File: src/rtl/rgb_box_blur_3x3_top_defines.svh
// Assertion macros used by the box blur pixel stage.
`ifndef RGB_BOX_BLUR_3X3_TOP_DEFINES_SVH
`define RGB_BOX_BLUR_3X3_TOP_DEFINES_SVH

`ifndef SYNTH
`define BB3_ASSERT_IMP(lbl, ck, rn, ante, cons) \
    lbl: assert property (@(posedge ck) disable iff (!rn) (ante) |-> (cons)) \
        else $error("bb3 same-cycle check failed");
`define BB3_ASSERT_NXT(lbl, ck, rn, ante, cons) \
    lbl: assert property (@(posedge ck) disable iff (!rn) (ante) |=> (cons)) \
        else $error("bb3 next-cycle check failed");
`else
`define BB3_ASSERT_IMP(lbl, ck, rn, ante, cons)
`define BB3_ASSERT_NXT(lbl, ck, rn, ante, cons)
`endif

`endif

File: src/rtl/bb3_pkg.sv
// Shared types, constants and the reciprocal table of the box blur.
package bb3_pkg;

    localparam int PIX_W       = 8;
    localparam int RGB_W       = 3 * PIX_W;
    localparam int POS_W       = 10;
    localparam int SUM_W       = 12;
    localparam int CNT_W       = 4;
    localparam int NUM_W       = SUM_W + 1;
    localparam int RCP_W       = 16;
    localparam int RCP_SHIFT   = 16;
    localparam int CFG_W       = 11;
    localparam int CFG_IDX_W   = 2;
    localparam int DIM_RESET   = 1024;
    localparam int IN_TDATA_W  = 24;
    localparam int OUT_TDATA_W = 48;

    localparam logic [CFG_IDX_W-1:0] CFG_IMAGE_WIDTH  = CFG_IDX_W'(0);
    localparam logic [CFG_IDX_W-1:0] CFG_IMAGE_HEIGHT = CFG_IDX_W'(1);

    // result slots of one input pixel, in release order
    localparam int SLOT_UL   = 0;   // row-1, col-1
    localparam int SLOT_UR   = 1;   // row-1, col (last column)
    localparam int SLOT_LL   = 2;   // row, col-1 (last row)
    localparam int SLOT_LR   = 3;   // row, col (last pixel)
    localparam int NUM_SLOTS = 4;

    typedef logic [RGB_W-1:0] rgb_t;

    typedef struct packed {
        logic ir_ge1;
        logic ir_ge2;
        logic ic_ge1;
        logic ic_ge2;
        logic last_row;
        logic last_col;
    } pos_flags_t;

    typedef struct packed {
        logic [POS_W-1:0] row;
        logic [POS_W-1:0] col;
        logic [SUM_W-1:0] sum_r;
        logic [SUM_W-1:0] sum_g;
        logic [SUM_W-1:0] sum_b;
        logic [CNT_W-1:0] count;
        logic             done;
    } sum_item_t;

    // ceil(2^16 / (2*count)); exact floor for numerators below 8192
    function automatic logic [RCP_W-1:0] recip(input logic [CNT_W-1:0] count);
        logic [RCP_W-1:0] r;
        unique case (count)
            CNT_W'(1): r = RCP_W'(32768);
            CNT_W'(2): r = RCP_W'(16384);
            CNT_W'(3): r = RCP_W'(10923);
            CNT_W'(4): r = RCP_W'(8192);
            CNT_W'(6): r = RCP_W'(5462);
            CNT_W'(9): r = RCP_W'(3641);
            default:   r = RCP_W'(0);
        endcase
        return r;
    endfunction

endpackage

File: src/rtl/bb3_divide.sv
// Rounded mean by reciprocal multiply, into the output register.
module bb3_divide (
    input  logic                          clk,
    input  logic                          rst_n,
    input  logic                          sum_valid,
    input  bb3_pkg::sum_item_t            sum_item,
    output logic                          sum_ready,
    output logic                          out_valid,
    input  logic                          out_ready,
    output logic [bb3_pkg::POS_W-1:0]     out_row,
    output logic [bb3_pkg::POS_W-1:0]     out_col,
    output logic [bb3_pkg::PIX_W-1:0]     out_red,
    output logic [bb3_pkg::PIX_W-1:0]     out_green,
    output logic [bb3_pkg::PIX_W-1:0]     out_blue,
    output logic                          out_done
);

    localparam int NW = bb3_pkg::NUM_W;
    localparam int PRW = bb3_pkg::NUM_W + bb3_pkg::RCP_W;
    localparam int SH = bb3_pkg::RCP_SHIFT;
    localparam int PW = bb3_pkg::PIX_W;

    logic                     out_valid_reg;
    logic [bb3_pkg::POS_W-1:0] row_reg;
    logic [bb3_pkg::POS_W-1:0] col_reg;
    logic [PW-1:0]            red_reg;
    logic [PW-1:0]            green_reg;
    logic [PW-1:0]            blue_reg;
    logic                     done_reg;

    logic                     load;
    logic [bb3_pkg::RCP_W-1:0] rcp;
    logic [NW-1:0]            num_r;
    logic [NW-1:0]            num_g;
    logic [NW-1:0]            num_b;
    logic [PRW-1:0]           prod_r;
    logic [PRW-1:0]           prod_g;
    logic [PRW-1:0]           prod_b;

    assign sum_ready = !out_valid_reg || out_ready;
    assign load      = sum_valid && sum_ready;

    // floor((2*sum + n) / (2*n))
    assign rcp    = bb3_pkg::recip(sum_item.count);
    assign num_r  = {sum_item.sum_r, 1'b0} + {{(NW-bb3_pkg::CNT_W){1'b0}}, sum_item.count};
    assign num_g  = {sum_item.sum_g, 1'b0} + {{(NW-bb3_pkg::CNT_W){1'b0}}, sum_item.count};
    assign num_b  = {sum_item.sum_b, 1'b0} + {{(NW-bb3_pkg::CNT_W){1'b0}}, sum_item.count};
    assign prod_r = {{bb3_pkg::RCP_W{1'b0}}, num_r} * {{NW{1'b0}}, rcp};
    assign prod_g = {{bb3_pkg::RCP_W{1'b0}}, num_g} * {{NW{1'b0}}, rcp};
    assign prod_b = {{bb3_pkg::RCP_W{1'b0}}, num_b} * {{NW{1'b0}}, rcp};

    always_ff @(posedge clk or negedge rst_n)
    begin
        if (!rst_n)
        begin
            out_valid_reg <= 1'b0;
        end
        else if (load)
        begin
            out_valid_reg <= 1'b1;
        end
        else if (out_ready)
        begin
            out_valid_reg <= 1'b0;
        end
    end

    always_ff @(posedge clk)
    begin
        if (load)
        begin
            row_reg   <= sum_item.row;
            col_reg   <= sum_item.col;
            red_reg   <= prod_r[SH+PW-1:SH];
            green_reg <= prod_g[SH+PW-1:SH];
            blue_reg  <= prod_b[SH+PW-1:SH];
            done_reg  <= sum_item.done;
        end
    end

    assign out_valid = out_valid_reg;
    assign out_row   = row_reg;
    assign out_col   = col_reg;
    assign out_red   = red_reg;
    assign out_green = green_reg;
    assign out_blue  = blue_reg;
    assign out_done  = done_reg;

endmodule

File: config.mk
export PLATFORM = sky130hd
export DESIGN_NAME = bb3_divide
export DESIGN_NICKNAME = d
export VERILOG_FILES = /design/src/rtl/rgb_box_blur_3x3_top_defines.svh /design/src/rtl/bb3_pkg.sv /design/src/rtl/bb3_divide.sv
export SDC_FILE = /design/constraint.sdc
export NUM_CORES = 1
export LEC_CHECK = 0
export BUFFER_PORTS_ARGS = -buffer_cell sky130_fd_sc_hd__buf_2
export CAP_MARGIN = 10
export CORE_MARGIN = 2
export CORE_UTILIZATION = 43
export DETAILED_ROUTE_END_ITERATION = 6
export GPL_ROUTABILITY_DRIVEN = 0
export GPL_TIMING_DRIVEN = 0
export HOLD_SLACK_MARGIN = 0.03
export PLACE_DENSITY = 0.6
export SYNTH_ARGS = -nofsm -noshare
export SYNTH_HDL_FRONTEND = slang
export SYNTH_SLANG_ARGS = --single-unit
export TNS_END_PERCENT = 5
File: constraint.sdc
create_clock -name clk -period 4.1 [get_ports clk]
set_input_delay 0.205 -clock clk [delete_from_list [all_inputs] [get_ports clk]]
set_output_delay 0.205 -clock clk [all_outputs]
set_load 0.01 [all_outputs]
==> results of run 1 <==
worst min-delay path by stage:
stage	startpoint	to	slack (ps)	depth (start not counted)
2_1_floorplan	rst_n	out_valid	-90	0
3_3_place_gp	rst_n	out_valid	-20	1
3_5_place_dp	rst_n	out_valid	-20	1
4_1_cts	sum_item[51]	out_row[0]	50	1
5_1_grt	sum_item[47]	out_col[6]	50	1
6_report	sum_item[55]	out_row[4]	60	1
worst reg2reg max path: cells and delay by family, from the launching register on:
| kind | cells | cell delay (ps) |
|---|---|---|
| and+or+nand+nor | 2 | 630 |
| buffers and inverters | 1 | 260 |
| DFF | 1 | 370 |
Yosys cell counts, types with 13 or more instances:
cell type and instances:
a21o_1 13, a21oi_1 25, and2_1 20, clkbuf_1 25, edfxtp_1 45, fa_1 394, ha_1 161, inv_1 588
nand2_1 142, nand3_1 13, nor2_1 133, o21ai_0 16, xnor2_1 56, xor2_1 38
repair_timing:
item,in CTS,in global routing
gates cloned,0,1
setup endpoints to repair,24,24
pin swaps,50,68
endpoints found under the hold margin,1,0
setup buffers,34,38
hold buffers,1,0
gates resized for setup,143,114
cells in the final DEF (no fill, tap or decap), drive strengths merged, types with 7 or more instances in the layout:
cell type	synthesis	final
nand2b	8	8
nand3	13	13
conb	2	12
fa	394	394
a21o	13	13
nor3	8	8
xnor2	57	58
and2	20	20
nor2b	7	7
edfxtp	45	45
clkbuf	25	30
nor2	133	133
and4	7	7
xor2	38	38
o211ai	7	7
inv	588	588
a21oi	26	26
buf	4	188
ha	161	161
nand2	143	143
o21ai	17	17
per-layer routing:
metal | global-route usage [%] | part of all wire [%] | routed length, um | vias up
met3 | 3.26 | 6.0 | 2740 | 91
li1 | - | - | - | 5522
met5 | 0 | 0 | 0 | -
met1 | 30.9 | 42 | 18900 | 6167
met2 | 38.8 | 49 | 22100 | 416
met4 | 8.41 | 3.8 | 1750 | 0
power breakdown:
group          switching [mW]  leakage (nW)  internal, mW  total, mW
logic                    1.47          10.0          1.08       2.55
clock network           0.207        0.0771         0.289      0.495
registers              0.0150         0.445         0.615      0.630
total                    1.69          10.5          1.99       3.68
logic make-up after synthesis:
group	count (synthesis)	synth area share, %
adder cells (fa/ha/maj)	555	59.4
flip-flops	46	8.25
AO/OA/AOI/OAI	93	3.58
XOR/XNOR	95	5.03
buffers and inverters	617	13.9
other	2	0.0450
multiplexers	1	0.0600
AND/OR/NAND/NOR	367	9.80
stage by stage:
step | TNS [ps] | utilization, %
final | -44440 | 51.7
after global routing | -49740 | 51.7
after CTS | -45040 | 49.7
after detailed placement | -82760 | 47.0
after global placement | -81130 | 46.9
after floorplan | -39500 | -
cell type report:
| cell class | count | area, sq um |
|---|---|---|
| buffer | 28 | 189 |
| fill | 3542 | 18600 |
| clock buffer | 6 | 129 |
| timing repair buffer | 185 | 1180 |
| clock inverter | 2 | 37.5 |
| tap | 518 | 648 |
| sequential | 46 | 1380 |
| antenna | 1 | 2.50 |
| multi-input combinational | 1124 | 14100 |
| inverter | 588 | 2210 |
==> metrics.cfg, run 1 <==
[routing]
first_pass_iters = 5
routed_wl_um = 45500
drt_iter0_markers = 852
viasPerCell = 4.88
num_vias = 12196
drtAntennaViolNets = 0
routedWlPerCell_um = 18.2
drc = 0

[timing]
max_slew_margin_pct = 45.3
fin_crit_sh_pct = 152
whs_ps = 56.1
finalClockSkew_ps = 18.0
period_needed_ps = 6220
worstMarginPinSlew_ps = 821
max_freq_ghz = 0.161
setup_viol = 24
rsz0062_at_grt = true
hold_viol_final = 0
drv_slew = 0
setup_ws_ps = -2120

[worst_setup_path]
r2r_slack_ps = 2530
crit_family = adder cells
r2r_end = out_red[1]
reg2regPathDepth = 3
slowest_stage = fa_1
reg2reg_from = out_valid
crit_path_end = out_blue[6]
crit_top_cell = fa_1
crit_fanout = 8
worstPathRequired_ps = 4170
cp.depth = 27
cp_num_buf_inv = 7
setup.worst_path.class = in -> reg
cpPeakStageDelay_ps = 570
cp-start-kind = input port
crit_start = sum_item[2]
cp-end-kind = flip-flop
arrival_ps = 6290

[die]
io_pins = 112
die_w_um = 201
placementRows = 72
die_area_sq_mm = 0.0404
die_y_um = 201
coreArea_sq_mm = 0.0385
start_util_pct = 43.4

[power]
p_leak_nw = 10.5
power_mw = 3.68
power_density_mw_per_mm2 = 185
ir_drop_uv = 142

[grt]
overflow = 0
antenna_found_initial = 1
grtUsageTotal_pct = 23.2
grt_max_degree = 25
first_global_vias = 13312
grt_pass1_wl_um = 71600

[logic_synthesis]
synth.cell_area_sq_mm = 0.0167
synth_area_leaders = fa_1 (47%), inv_1 (13%), ha_1 (12%)
synth_ff_type = edfxtp_1
synth-edff-count = 45
avgSynthCellArea_sq_um = 9.39
syn_inst = 1776
yosys.cell_types.count = 55
synthArstFlopShare_pct = 2.17
synth-seq-cells = 46
yosysTopAreaCell = fa_1
ys_seq_area_share_pct = 8.25
yosysWarnings = 0
synth.top_cell.area_share_pct = 47.3

[finish]
syn2layout_area_growth_pct = 19.2
fin_nets = 2598
drive_above_1_share_pct = 20.4
stdcell_area_sq_mm = 0.0199
final_cells = 2498

[worst_hold_path]
worstHoldPathType = in -> reg

[clock_network]
cts-htree-levels = 2
clockBufferDepth = 2
clkLatencyLatePin_ps = 330
clk_pin_slew_worst_paths_ps = 70
cts_tree = built
cts_sinks = 46
numCtsBuffers = 5
clockRootBuffer = clkbuf_16

[status]
status = complete, but fails checks
violations = setup timing

[placed_design]
place_hpwl_um = 38900
port_buffers = 111
place_area_sq_mm = 0.0181
dp_slack_ps = -3880
dp.cells = 2416

[flow_run]
cap_violations = 0

Note: power is estimated with default switching activity, not from simulation.
==> run 2: changes to the inputs <==
Settings changed: RECOVER_POWER set to 25.
==> run 2 against run 1 <==
The run still ends with setup timing left; die area unchanged; utilization about the same; register-to-register slack about the same; global-route usage unchanged; critical path depth unchanged; largest cell class unchanged; largest power group unchanged; highest routed layer unchanged.
==> metrics.cfg, run 2 (synthesis gave the netlist of run 1 again) <==
[worst_hold_path]
hold_end = out_row[4]  ; unchanged
worstHoldPathType = in -> reg  ; unchanged
holdCritStartpoint = sum_item[55]  ; unchanged
holdPathStages = 1  ; unchanged

[routing]
first_pass_iters = 5  ; unchanged
routed_wl_um = 45500  ; about the same
drtAntennaViolNets = 0  ; unchanged
routedWlPerCell_um = 18.2  ; about the same
num_vias = 12193  ; was 12196
drc = 0  ; unchanged
drt_iter0_markers = 856  ; was 852
viasPerCell = 4.88  ; about the same

[finish]
mostFrequentLayoutCell = inv_1  ; unchanged
drive_above_1_share_pct = 20.2  ; was 20.4%
syn2layout_area_growth_pct = 19.2  ; about the same
final_cells = 2498  ; unchanged
fillers = 3546  ; was 3542
layout_common_cells = inv_1 (561), fa_1 (380), ha_1 (150)  ; unchanged
fin_nets = 2598  ; unchanged
postLayoutCoreUtil_pct = 51.7  ; about the same

[placed_design]
place_hpwl_um = 38900  ; unchanged
dp.cells = 2416  ; unchanged
port_buffers = 111  ; unchanged

[timing]
max_freq_ghz = 0.161  ; about the same
fin_crit_sh_pct = 152  ; about the same
period_needed_ps = 6220  ; about the same
max_slew_margin_pct = 45.3  ; unchanged
setup_tns_ps = -44440  ; about the same
worstMarginPinSlew_ps = 821  ; unchanged
finalClockSkew_ps = 18.0  ; about the same
setup_ws_ps = -2120  ; about the same
hold_viol_final = 0  ; unchanged
drv_slew = 0  ; unchanged
rsz0062_at_grt = true  ; unchanged
setup_viol = 24  ; unchanged

[clock_network]
numCtsBuffers = 5  ; unchanged
clockBufferDepth = 2  ; unchanged
cts_tree = built  ; unchanged
cts_sinks = 46  ; unchanged
clockRootBuffer = clkbuf_16  ; unchanged
cts-htree-levels = 2  ; unchanged
clk_pin_slew_worst_paths_ps = 70  ; about the same
clkLatencyLatePin_ps = 330  ; about the same

[worst_setup_path]
reg2regPathDepth = 3  ; unchanged
crit_fanout = 8  ; unchanged
r2r_end = out_red[1]  ; unchanged
cp-end-kind = flip-flop  ; unchanged
worstPathRequired_ps = 4170  ; about the same
cp_num_buf_inv = 7  ; unchanged
arrival_ps = 6290  ; about the same
cpPeakStageDelay_ps = 570  ; about the same
slowest_stage = fa_1  ; unchanged
reg2reg_from = out_valid  ; unchanged
crit_family = adder cells  ; unchanged
crit_top_cell = fa_1  ; unchanged
r2r_slack_ps = 2530  ; about the same
setup.worst_path.class = in -> reg  ; unchanged
cp-start-kind = input port  ; unchanged

[grt]
antenna_found_initial = 1  ; unchanged
grtUsageTotal_pct = 23.2  ; unchanged
first_global_vias = 13312  ; unchanged
grt_pass1_wl_um = 71600  ; unchanged
overflow = 0  ; unchanged
grt_max_degree = 25  ; unchanged

[power]
ir_drop_uv = 142  ; about the same
p_leak_nw = 10.5  ; about the same
power_density_mw_per_mm2 = 185  ; about the same

[die]
die_area_sq_mm = 0.0404  ; unchanged
start_util_pct = 43.4  ; unchanged
die_y_um = 201  ; unchanged
die_w_um = 201  ; unchanged
placementRows = 72  ; unchanged
io_pins = 112  ; unchanged
coreArea_sq_mm = 0.0385  ; unchanged

[status]
violations = setup timing  ; unchanged
status = complete, but fails checks  ; unchanged

[flow_run]
cap_violations = 0  ; unchanged

[run 2: cell type report]
type | instances | area, sq um | area share, %
multi-input combinational | 1124 | 14100 | 71.0
inverter | 588 | 2210 | 11.1
sequential | 46 | 1380 | 6.92
timing repair buffer | 185 | 1180 | 5.93
tap | 518 | 648 | 3.26
buffer | 28 | 189 | 0.950
clock buffer | 6 | 129 | 0.648
clock inverter | 2 | 37.5 | 0.189
antenna | 1 | 2.50 | 0.0126
[run 2: metal layers]
metal | part of all wire [%] | global-route usage [%] | routed length (um)
met1 | 42 | 30.9 | 18900
met2 | 49 | 38.8 | 22100
met3 | 6.0 | 3.26 | 2720
met4 | 3.8 | 8.41 | 1750
met5 | 0 | 0 | 0
[run 2: per-stage QoR]
step	hold slack (ps)	area [sq um]	total power, mW	setup slack [ps]
finish	56.1	19900	3.68	-2120
global route	45.9	19900	4.08	-2390
CTS	46.1	19100	3.53	-2160
detailed placement	-17.2	18100	2.87	-3880
global placement	-20.3	18000	2.84	-3800
floorplan	-90.6	16800	2.22	-1900
[run 2: worst max path at each step]
stage	from	endpoint	slack (ps)	depth (start not counted)
3_5_place_dp	sum_item[3]	out_green[7]	-3880	23
4_1_cts	sum_item[3]	out_red[7]	-2160	27
3_3_place_gp	sum_item[3]	out_green[7]	-3800	23
5_1_grt	sum_item[2]	out_blue[7]	-2390	27
6_report	sum_item[2]	out_blue[6]	-2120	27
2_1_floorplan	sum_item[2]	out_red[7]	-1900	24
[run 2: repair_timing]
action / CTS / global route
endpoints found under the hold margin: 1 / 0
hold buffers: 1 / 0
buffers inserted: 34 / 38
pin swaps: 50 / 68
gates resized for setup: 143 / 114
endpoints found under the setup margin: 24 / 24
gates cloned: 0 / 1
[run 2: power breakdown]
part	switching (mW)	internal (mW)
Combinational	1.47	1.08
Clock	0.206	0.289
Sequential	0.0152	0.615
[run 2: worst register-to-register path: stages, from the launching register on]
cell and delay, ps:
dfrtp_1 370, nand2b_1 110, and2_2 520, buf_12 260
