==> config.mk <==
export PLATFORM = sky130hd
export DESIGN_NAME = bb3_window
export DESIGN_NICKNAME = d
export VERILOG_FILES = /design/src/rtl/bb3_pkg.sv /design/src/rtl/bb3_window.sv
export VERILOG_INCLUDE_DIRS = /design/src /design/src/rtl
export SDC_FILE = /design/constraint.sdc
export NUM_CORES = 1
export LEC_CHECK = 0
export BUFFER_PORTS_ARGS = -buffer_cell sky130_fd_sc_hd__buf_2
export CORE_ASPECT_RATIO = 1.75
export CORE_UTILIZATION = 62
export CTS_BUF_LIST = sky130_fd_sc_hd__clkbuf_8
export DETAILED_ROUTE_END_ITERATION = 8
export PLACE_DENSITY = 0.85
export SYNTH_ARGS = -nofsm -noshare
export SYNTH_HDL_FRONTEND = slang
export SYNTH_SLANG_ARGS = --single-unit
==> constraint.sdc <==
create_clock -name clk -period 11.8 [get_ports clk]
set_clock_uncertainty 0.1 [all_clocks]
set_input_delay 0.59 -clock clk [delete_from_list [all_inputs] [get_ports clk]]
set_output_delay 0.59 -clock clk [all_outputs]
set_load 0.1 [all_outputs]
==> src/rtl/rgb_box_blur_3x3_top_defines.svh <==
// Assertion macros used by the box blur pixel stage.
`ifndef RGB_BOX_BLUR_3X3_TOP_DEFINES_SVH
`define RGB_BOX_BLUR_3X3_TOP_DEFINES_SVH

`ifndef SYNTH
`define BB3_ASSERT_IMP(lbl, ck, rn, ante, cons) \
    lbl: assert property (@(posedge ck) disable iff (!rn) (ante) |-> (cons)) \
        else $error("bb3 same-cycle check failed");
`define BB3_ASSERT_NXT(lbl, ck, rn, ante, cons) \
    lbl: assert property (@(posedge ck) disable iff (!rn) (ante) |=> (cons)) \
        else $error("bb3 next-cycle check failed");
`else
`define BB3_ASSERT_IMP(lbl, ck, rn, ante, cons)
`define BB3_ASSERT_NXT(lbl, ck, rn, ante, cons)
`endif

`endif

==> src/rtl/bb3_pkg.sv <==
// Shared types, constants and the reciprocal table of the box blur.
package bb3_pkg;

    localparam int PIX_W       = 8;
    localparam int RGB_W       = 3 * PIX_W;
    localparam int POS_W       = 10;
    localparam int SUM_W       = 12;
    localparam int CNT_W       = 4;
    localparam int NUM_W       = SUM_W + 1;
    localparam int RCP_W       = 16;
    localparam int RCP_SHIFT   = 16;
    localparam int CFG_W       = 11;
    localparam int CFG_IDX_W   = 2;
    localparam int DIM_RESET   = 1024;
    localparam int IN_TDATA_W  = 24;
    localparam int OUT_TDATA_W = 48;

    localparam logic [CFG_IDX_W-1:0] CFG_IMAGE_WIDTH  = CFG_IDX_W'(0);
    localparam logic [CFG_IDX_W-1:0] CFG_IMAGE_HEIGHT = CFG_IDX_W'(1);

    // result slots of one input pixel, in release order
    localparam int SLOT_UL   = 0;   // row-1, col-1
    localparam int SLOT_UR   = 1;   // row-1, col (last column)
    localparam int SLOT_LL   = 2;   // row, col-1 (last row)
    localparam int SLOT_LR   = 3;   // row, col (last pixel)
    localparam int NUM_SLOTS = 4;

    typedef logic [RGB_W-1:0] rgb_t;

    typedef struct packed {
        logic ir_ge1;
        logic ir_ge2;
        logic ic_ge1;
        logic ic_ge2;
        logic last_row;
        logic last_col;
    } pos_flags_t;

    typedef struct packed {
        logic [POS_W-1:0] row;
        logic [POS_W-1:0] col;
        logic [SUM_W-1:0] sum_r;
        logic [SUM_W-1:0] sum_g;
        logic [SUM_W-1:0] sum_b;
        logic [CNT_W-1:0] count;
        logic             done;
    } sum_item_t;

    // ceil(2^16 / (2*count)); exact floor for numerators below 8192
    function automatic logic [RCP_W-1:0] recip(input logic [CNT_W-1:0] count);
        logic [RCP_W-1:0] r;
        unique case (count)
            CNT_W'(1): r = RCP_W'(32768);
            CNT_W'(2): r = RCP_W'(16384);
            CNT_W'(3): r = RCP_W'(10923);
            CNT_W'(4): r = RCP_W'(8192);
            CNT_W'(6): r = RCP_W'(5462);
            CNT_W'(9): r = RCP_W'(3641);
            default:   r = RCP_W'(0);
        endcase
        return r;
    endfunction

endpackage

==> src/rtl/bb3_window.sv <==
// Pixel stage: window columns, store read-modify-write and result sequencing.
`include "rgb_box_blur_3x3_top_defines.svh"

module bb3_window #(
    parameter int ROW_W = 10,
    parameter int COL_W = 10
) (
    input  logic                     clk,
    input  logic                     rst_n,
    input  logic                     acc,
    input  bb3_pkg::rgb_t            in_pix,
    input  logic [ROW_W-1:0]         in_row,
    input  logic [COL_W-1:0]         in_col,
    input  bb3_pkg::pos_flags_t      in_flags,
    output logic                     free,
    output logic                     mem_rd_en,
    output logic [COL_W-1:0]         mem_rd_addr,
    input  logic [2*bb3_pkg::RGB_W-1:0] mem_rd_data,
    output logic                     mem_wr_en,
    output logic [COL_W-1:0]         mem_wr_addr,
    output logic [2*bb3_pkg::RGB_W-1:0] mem_wr_data,
    output logic                     sum_valid,
    output bb3_pkg::sum_item_t       sum_item,
    input  logic                     sum_ready
);

    localparam int PW = bb3_pkg::PIX_W;
    localparam int RW = bb3_pkg::RGB_W;
    localparam int NS = bb3_pkg::NUM_SLOTS;

    logic                        s1_valid_reg;
    logic [NS-1:0]               s1_pend_reg;
    bb3_pkg::rgb_t               s1_pix_reg;
    logic [ROW_W-1:0]            s1_row_reg;
    logic [COL_W-1:0]            s1_col_reg;
    bb3_pkg::pos_flags_t         s1_flags_reg;
    logic                        fwd_hit_reg;
    logic [2*RW-1:0]             fwd_data_reg;
    bb3_pkg::rgb_t               win0_reg [3];
    bb3_pkg::rgb_t               win1_reg [3];
    logic                        s2_valid_reg;
    bb3_pkg::sum_item_t          s2_item_reg;

    logic [2*RW-1:0]             line_q;
    bb3_pkg::rgb_t               col2 [3];
    logic [NS-1:0]               sel;
    logic [NS-1:0]               pend_next;
    logic                        s2_ready;
    logic                        emit;
    logic                        retire;
    logic                        upper;
    logic                        left;
    logic [2:0]                  rmask;
    logic [2:0]                  cmask;
    logic [1:0]                  rows_n;
    logic [1:0]                  cols_n;
    logic [ROW_W-1:0]            orow;
    logic [COL_W-1:0]            ocol;
    logic [ROW_W+bb3_pkg::POS_W-1:0] orow_wide;
    logic [COL_W+bb3_pkg::POS_W-1:0] ocol_wide;
    bb3_pkg::sum_item_t          item_next;

    // store word: older row in the upper half, newer row in the lower half
    assign line_q  = fwd_hit_reg ? fwd_data_reg : mem_rd_data;
    assign col2[0] = line_q[2*RW-1:RW];
    assign col2[1] = line_q[RW-1:0];
    assign col2[2] = s1_pix_reg;

    always_comb
    begin
        sel = '0;
        priority if (s1_pend_reg[bb3_pkg::SLOT_UL]) sel[bb3_pkg::SLOT_UL] = 1'b1;
        else if (s1_pend_reg[bb3_pkg::SLOT_UR])     sel[bb3_pkg::SLOT_UR] = 1'b1;
        else if (s1_pend_reg[bb3_pkg::SLOT_LL])     sel[bb3_pkg::SLOT_LL] = 1'b1;
        else if (s1_pend_reg[bb3_pkg::SLOT_LR])     sel[bb3_pkg::SLOT_LR] = 1'b1;
        else                                        sel = '0;
    end

    assign s2_ready  = !s2_valid_reg || sum_ready;
    assign emit      = s1_valid_reg && (s1_pend_reg != '0) && s2_ready;
    assign pend_next = emit ? (s1_pend_reg & ~sel) : s1_pend_reg;
    assign retire    = s1_valid_reg && (pend_next == '0);
    assign free      = !s1_valid_reg || retire;

    assign mem_rd_en   = acc;
    assign mem_rd_addr = in_col;
    assign mem_wr_en   = retire;
    assign mem_wr_addr = s1_col_reg;
    assign mem_wr_data = {col2[1], s1_pix_reg};

    // in-bounds rows/cols of the grid for the selected result
    assign upper    = sel[bb3_pkg::SLOT_UL] | sel[bb3_pkg::SLOT_UR];
    assign left     = sel[bb3_pkg::SLOT_UL] | sel[bb3_pkg::SLOT_LL];
    assign rmask[0] = upper & s1_flags_reg.ir_ge2;
    assign rmask[1] = upper | s1_flags_reg.ir_ge1;
    assign rmask[2] = 1'b1;
    assign cmask[0] = left & s1_flags_reg.ic_ge2;
    assign cmask[1] = left | s1_flags_reg.ic_ge1;
    assign cmask[2] = 1'b1;
    assign rows_n   = {1'b0, rmask[0]} + {1'b0, rmask[1]} + 2'd1;
    assign cols_n   = {1'b0, cmask[0]} + {1'b0, cmask[1]} + 2'd1;

    assign orow      = upper ? (s1_row_reg - ROW_W'(1)) : s1_row_reg;
    assign ocol      = left ? (s1_col_reg - COL_W'(1)) : s1_col_reg;
    assign orow_wide = {{bb3_pkg::POS_W{1'b0}}, orow};
    assign ocol_wide = {{bb3_pkg::POS_W{1'b0}}, ocol};

    always_comb
    begin
        bb3_pkg::rgb_t px;
        item_next       = '0;
        item_next.row   = orow_wide[bb3_pkg::POS_W-1:0];
        item_next.col   = ocol_wide[bb3_pkg::POS_W-1:0];
        item_next.count = {2'b00, rows_n} * {2'b00, cols_n};
        item_next.done  = sel[bb3_pkg::SLOT_LR];
        for (int s = 0; s < 3; s++)
        begin
            for (int t = 0; t < 3; t++)
            begin
                px = (t == 0) ? win1_reg[s] : ((t == 1) ? win0_reg[s] : col2[s]);
                if (rmask[s] && cmask[t])
                begin
                    item_next.sum_r = item_next.sum_r
                        + {{(bb3_pkg::SUM_W-PW){1'b0}}, px[3*PW-1:2*PW]};
                    item_next.sum_g = item_next.sum_g
                        + {{(bb3_pkg::SUM_W-PW){1'b0}}, px[2*PW-1:PW]};
                    item_next.sum_b = item_next.sum_b
                        + {{(bb3_pkg::SUM_W-PW){1'b0}}, px[PW-1:0]};
                end
            end
        end
    end

    always_ff @(posedge clk or negedge rst_n)
    begin
        if (!rst_n)
        begin
            s1_valid_reg <= 1'b0;
            s1_pend_reg  <= '0;
            fwd_hit_reg  <= 1'b0;
            for (int s = 0; s < 3; s++)
            begin
                win0_reg[s] <= '0;
                win1_reg[s] <= '0;
            end
        end
        else
        begin
            if (acc)
            begin
                s1_valid_reg <= 1'b1;
                s1_pend_reg  <= {in_flags.last_row & in_flags.last_col,
                                 in_flags.last_row & in_flags.ic_ge1,
                                 in_flags.ir_ge1 & in_flags.last_col,
                                 in_flags.ir_ge1 & in_flags.ic_ge1};
                fwd_hit_reg  <= retire && (s1_col_reg == in_col);
            end
            else
            begin
                s1_valid_reg <= s1_valid_reg && !retire;
                s1_pend_reg  <= pend_next;
            end
            if (retire)
            begin
                for (int s = 0; s < 3; s++)
                begin
                    win1_reg[s] <= win0_reg[s];
                    win0_reg[s] <= col2[s];
                end
            end
        end
    end

    always_ff @(posedge clk)
    begin
        if (acc)
        begin
            s1_pix_reg   <= in_pix;
            s1_row_reg   <= in_row;
            s1_col_reg   <= in_col;
            s1_flags_reg <= in_flags;
            fwd_data_reg <= mem_wr_data;
        end
    end

    always_ff @(posedge clk or negedge rst_n)
    begin
        if (!rst_n)
        begin
            s2_valid_reg <= 1'b0;
        end
        else if (emit)
        begin
            s2_valid_reg <= 1'b1;
        end
        else if (sum_ready)
        begin
            s2_valid_reg <= 1'b0;
        end
    end

    always_ff @(posedge clk)
    begin
        if (emit)
        begin
            s2_item_reg <= item_next;
        end
    end

    assign sum_valid = s2_valid_reg;
    assign sum_item  = s2_item_reg;

    `BB3_ASSERT_NXT(a_acc_loads_stage, clk, rst_n, acc, s1_valid_reg)
    `BB3_ASSERT_IMP(a_multi_result_blocks, clk, rst_n,
        s1_valid_reg && ($countones(s1_pend_reg) > 1), !free)
    `BB3_ASSERT_NXT(a_count_legal, clk, rst_n, emit,
        s2_item_reg.count == 1 || s2_item_reg.count == 2 || s2_item_reg.count == 3 ||
        s2_item_reg.count == 4 || s2_item_reg.count == 6 || s2_item_reg.count == 9)

endmodule

==> impl_metrics.prom <==
# TYPE chip_impl_metric gauge
chip_impl_info{name="run_status",value="complete, no violations"} 1
chip_impl_info{name="rsz0062_at_grt",value="false"} 1
chip_impl_metric{name="grt_usage",unit="%"} 32.6
chip_impl_info{name="most-common-layout-cells",value="sky130_fd_sc_hd__nand2_1 (419), sky130_fd_sc_hd__buf_2 (232), sky130_fd_sc_hd__ha_1 (196), sky130_fd_sc_hd__nor2_1 (169), sky130_fd_sc_hd__edfxtp_1 (157)"} 1
chip_impl_info{name="critical_path.most_common_cell",value="sky130_fd_sc_hd__ha_1"} 1
chip_impl_metric{name="wire_length_of_the_first_global_routing_pass",unit="um"} 97700
chip_impl_info{name="critical_path.slowest_cell",value="sky130_fd_sc_hd__edfxtp_1"} 1
chip_impl_metric{name="dr.first_iter.drc_count",unit=""} 1137
chip_impl_metric{name="antenna_found_initial",unit=""} 4
chip_impl_metric{name="area_growth_syn_to_layout",unit="%"} 10.3
chip_impl_metric{name="detailroute.via_count",unit=""} 19101
chip_impl_metric{name="pin_count_of_the_biggest_net_entering_global_routing",unit=""} 89
chip_impl_metric{name="cts.sinks",unit=""} 308
chip_impl_metric{name="mappedNetlistNets",unit=""} 2784
chip_impl_metric{name="clock.fmax",unit="MHz"} 96.4
chip_impl_metric{name="die_width",unit="um"} 147
chip_impl_metric{name="post-route-drc-count",unit=""} 0
chip_impl_metric{name="leakagePower",unit="nW"} 11.6
chip_impl_metric{name="detail_route.wirelength",unit="um"} 60600
chip_impl_metric{name="initial_core_util",unit="%"} 63.0
chip_impl_metric{name="fin_util",unit="%"} 69.5
chip_impl_metric{name="std_cell_rows",unit=""} 92
chip_impl_metric{name="yosysUniqueCellTypes",unit=""} 91
chip_impl_metric{name="first_global_vias",unit=""} 19576
chip_impl_metric{name="cts-htree-levels",unit=""} 2
chip_impl_metric{name="worst_slew_margin_rel",unit="%"} 29.6
chip_impl_metric{name="cp_data_required_time",unit="ns"} 12.05
chip_impl_info{name="min-delay-path-class",value="in2reg"} 1
chip_impl_metric{name="crit_fanout",unit=""} 18
chip_impl_info{name="holdCritStartpoint",value="in_pix[20]"} 1
chip_impl_metric{name="timing.final.crit_period",unit="ns"} 10.38
chip_impl_metric{name="dieArea",unit="um^2"} 37500
chip_impl_metric{name="post_cts.resized_instances",unit=""} 0
chip_impl_info{name="final_common_cell",value="sky130_fd_sc_hd__nand2_1"} 1
chip_impl_metric{name="max_slew.worst_pin.slew",unit="ns"} 1.05
chip_impl_metric{name="layout.nets",unit=""} 2977
chip_impl_metric{name="overall_power_of_the_completed_layout",unit="mW"} 6.64
chip_impl_metric{name="port-buffer-count",unit=""} 234
chip_impl_metric{name="clk-insertion-delay-late",unit="ns"} 0.63
chip_impl_info{name="critical_path.startpoint_type",value="flop"} 1
chip_impl_metric{name="fin_tns_setup",unit="ns"} 0
chip_impl_metric{name="max-vdd-ir-drop",unit="uV"} 262
chip_impl_metric{name="die_h",unit="um"} 255
chip_impl_metric{name="cts-buffers-inserted",unit=""} 48
chip_impl_metric{name="finalSetupViolCount",unit=""} 0
chip_impl_metric{name="post_synth_instance_area",unit="um^2"} 22800
chip_impl_info{name="setup.worst_path.end_class",value="flop"} 1
chip_impl_metric{name="place_congestion",unit=""} 0.959
chip_impl_metric{name="final-hold-violation-count",unit=""} 0
chip_impl_metric{name="critPathArrivalTime",unit="ns"} 10.63
chip_impl_metric{name="final_area",unit="um^2"} 25100
chip_impl_metric{name="boundaryPins",unit=""} 235
chip_impl_info{name="cts_root_buffer",value="sky130_fd_sc_hd__clkbuf_8"} 1
chip_impl_metric{name="drv_slew",unit=""} 0
chip_impl_metric{name="maxCapViolCount",unit=""} 0
chip_impl_metric{name="detailedPlacementHpwl",unit="um"} 45200
chip_impl_metric{name="synth_async_reset_ratio",unit="%"} 49.0
chip_impl_metric{name="cts_post_setup_buffers_inserted",unit=""} 0
chip_impl_metric{name="synthesis_warnings",unit=""} 0
chip_impl_metric{name="netlist_instances",unit=""} 2462
chip_impl_metric{name="total_overflow_reported_by_the_global_router",unit=""} 0
chip_impl_info{name="critical_path.startpoint",value="s1_flags_reg[4]"} 1
chip_impl_info{name="setup.worst_path.class",value="reg2reg"} 1
chip_impl_metric{name="cts.clk_slew.worst_paths",unit="ns"} 0.07
chip_impl_metric{name="via_per_inst",unit=""} 6.03
chip_impl_metric{name="clock_path_buffers",unit=""} 3
chip_impl_metric{name="cpPeakStageDelay",unit="ns"} 0.58
chip_impl_metric{name="drt_wl_cell",unit="um"} 19.1
chip_impl_metric{name="drt.antenna.violating_nets",unit=""} 0
chip_impl_info{name="r2r_start",value="s1_flags_reg[4]"} 1
chip_impl_metric{name="power.density",unit="nW/um^2"} 265
chip_impl_metric{name="post_dp_cell_area",unit="um^2"} 24100
chip_impl_metric{name="yosysSeqAreaShare",unit="%"} 37.3
chip_impl_metric{name="core-area",unit="um^2"} 36100
chip_impl_metric{name="synth_edf_count",unit=""} 157
chip_impl_info{name="tritoncts",value="built"} 1
chip_impl_metric{name="drt_first_pass_iters",unit=""} 6
chip_impl_metric{name="share_of_cells_above_drive_strength_1",unit="%"} 17.0
chip_impl_metric{name="fin_crit_sh",unit="%"} 87.9
chip_impl_metric{name="reg2reg_setup_slack",unit="ns"} 1.42
chip_impl_metric{name="synth_seq_cells",unit=""} 308
chip_impl_info{name="yosys_most_used_dff",value="sky130_fd_sc_hd__edfxtp_1"} 1
chip_impl_metric{name="post_synth.cell_area_avg",unit="um^2"} 9.25
==> synthesized netlist by cell type, drive strengths merged (5+ instances only) <==
master	number	share of area (%)
inv	127	2.1
clkbuf	55	0.91
o211ai	7	0.23
ha	196	11
xor2	59	2.3
a21o	51	1.7
nand3	38	0.84
a31oi	5	0.14
and2	38	1.0
o31a	16	0.62
or3	7	0.19
nand2b	30	0.84
xnor2	111	4.5
o21ai	155	3.4
nor2	172	2.9
nor3b	5	0.16
o21a	38	1.3
nand3b	10	0.33
mux2	91	4.5
o21bai	20	0.66
edfxtp	157	21
a21oi	135	3.0
nor4	10	0.27
buf	53	1.5
and3	14	0.38
or2	10	0.27
a211o	6	0.23
fa	24	2.1
a211oi	34	1.2
nor3	47	1.0
nand2	420	6.9
o31ai	31	1.1
nor2b	35	0.97
nand4	9	0.25
a21boi	15	0.49
mux2i	19	0.95
dfrtp	151	17
==> layer usage <==
layer / track usage (%) / vias up / part of all wire (%)
li1: - / 9031 / -
met1: 37.3 / 9176 / 38
met2: 57.1 / 703 / 50
met3: 5.21 / 191 / 6.0
met4: 19.0 / 0 / 5.6
met5: 0 / - / 0
==> worst max-delay path, delay by kind of cell (launching register included) <==
family | cells | cell delay [ns]
flip-flops | 1 | 0.58
multiplexers | 1 | 0.29
adder cells (fa/ha/maj) | 8 | 2.64
AND/OR/NAND/NOR | 11 | 1.81
XOR/XNOR | 8 | 1.52
buffers and inverters | 2 | 0.37
AO/OA/AOI/OAI | 14 | 2.78
==> cell type report <==
type,count,area [um^2]
Multi-Input combinational cell,1919,13300
Fill cell,2852,11000
Antenna cell,1,2.50
Inverter,127,477
Tap cell,470,588
Timing Repair Buffer,251,1310
Clock buffer,50,688
Clock inverter,40,299
Sequential cell,308,8490
==> kinds of logic after synthesis <==
| group | after synthesis | share of synthesized area, % |
|---|---|---|
| DFF | 308 | 37.3 |
| AOI/OAI and AO/OA | 555 | 15.8 |
| muxes | 110 | 5.45 |
| adders and majority gates | 224 | 13.1 |
| buffers and inverters | 235 | 4.52 |
| xor gates and xnor gates | 171 | 6.90 |
| and+or+nand+nor | 859 | 16.9 |
==> metrics by stage <==
stage	setup slack, ns	instances	hold WS (ns)
after detailed placement	1.61	3074	0.358
after CTS	1.57	3165	0.0160
final	1.42	3166	0.0437
after floorplan	2.94	2462	0.194
after global routing	0.742	3166	0.0234
after global placement	2.00	3074	0.349
==> where the power goes <==
| group | leakage, nW | total, mW | switching (mW) | internal (mW) |
|---|---|---|---|---|
| combinational | 7.65 | 3.92 | 2.48 | 1.44 |
| clock | 0.561 | 0.947 | 0.458 | 0.489 |
| sequential | 3.35 | 1.78 | 0.232 | 1.54 |
| total | 11.6 | 6.64 | 3.17 | 3.47 |
==> worst paths after layout <==
| path | to | cells after the start |
|---|---|---|
| worst max-delay path | sum_item[16] | 44 |
| worst min-delay path | s1_pix_reg[20] | 1 |
| worst max register to register | sum_item[16] | 44 |
| worst min register to register | win1_reg[59] | 2 |
| max in group asynchronous | win0_reg[62] | 3 |
| min in group asynchronous | win0_reg[7] | 2 |
==> what timing repair did <==
action,in CTS,in global routing
hold buffers,1,0
hold endpoints to repair,50,0
setup endpoints to repair,0,0
Note: power is estimated with default switching activity, not from simulation.
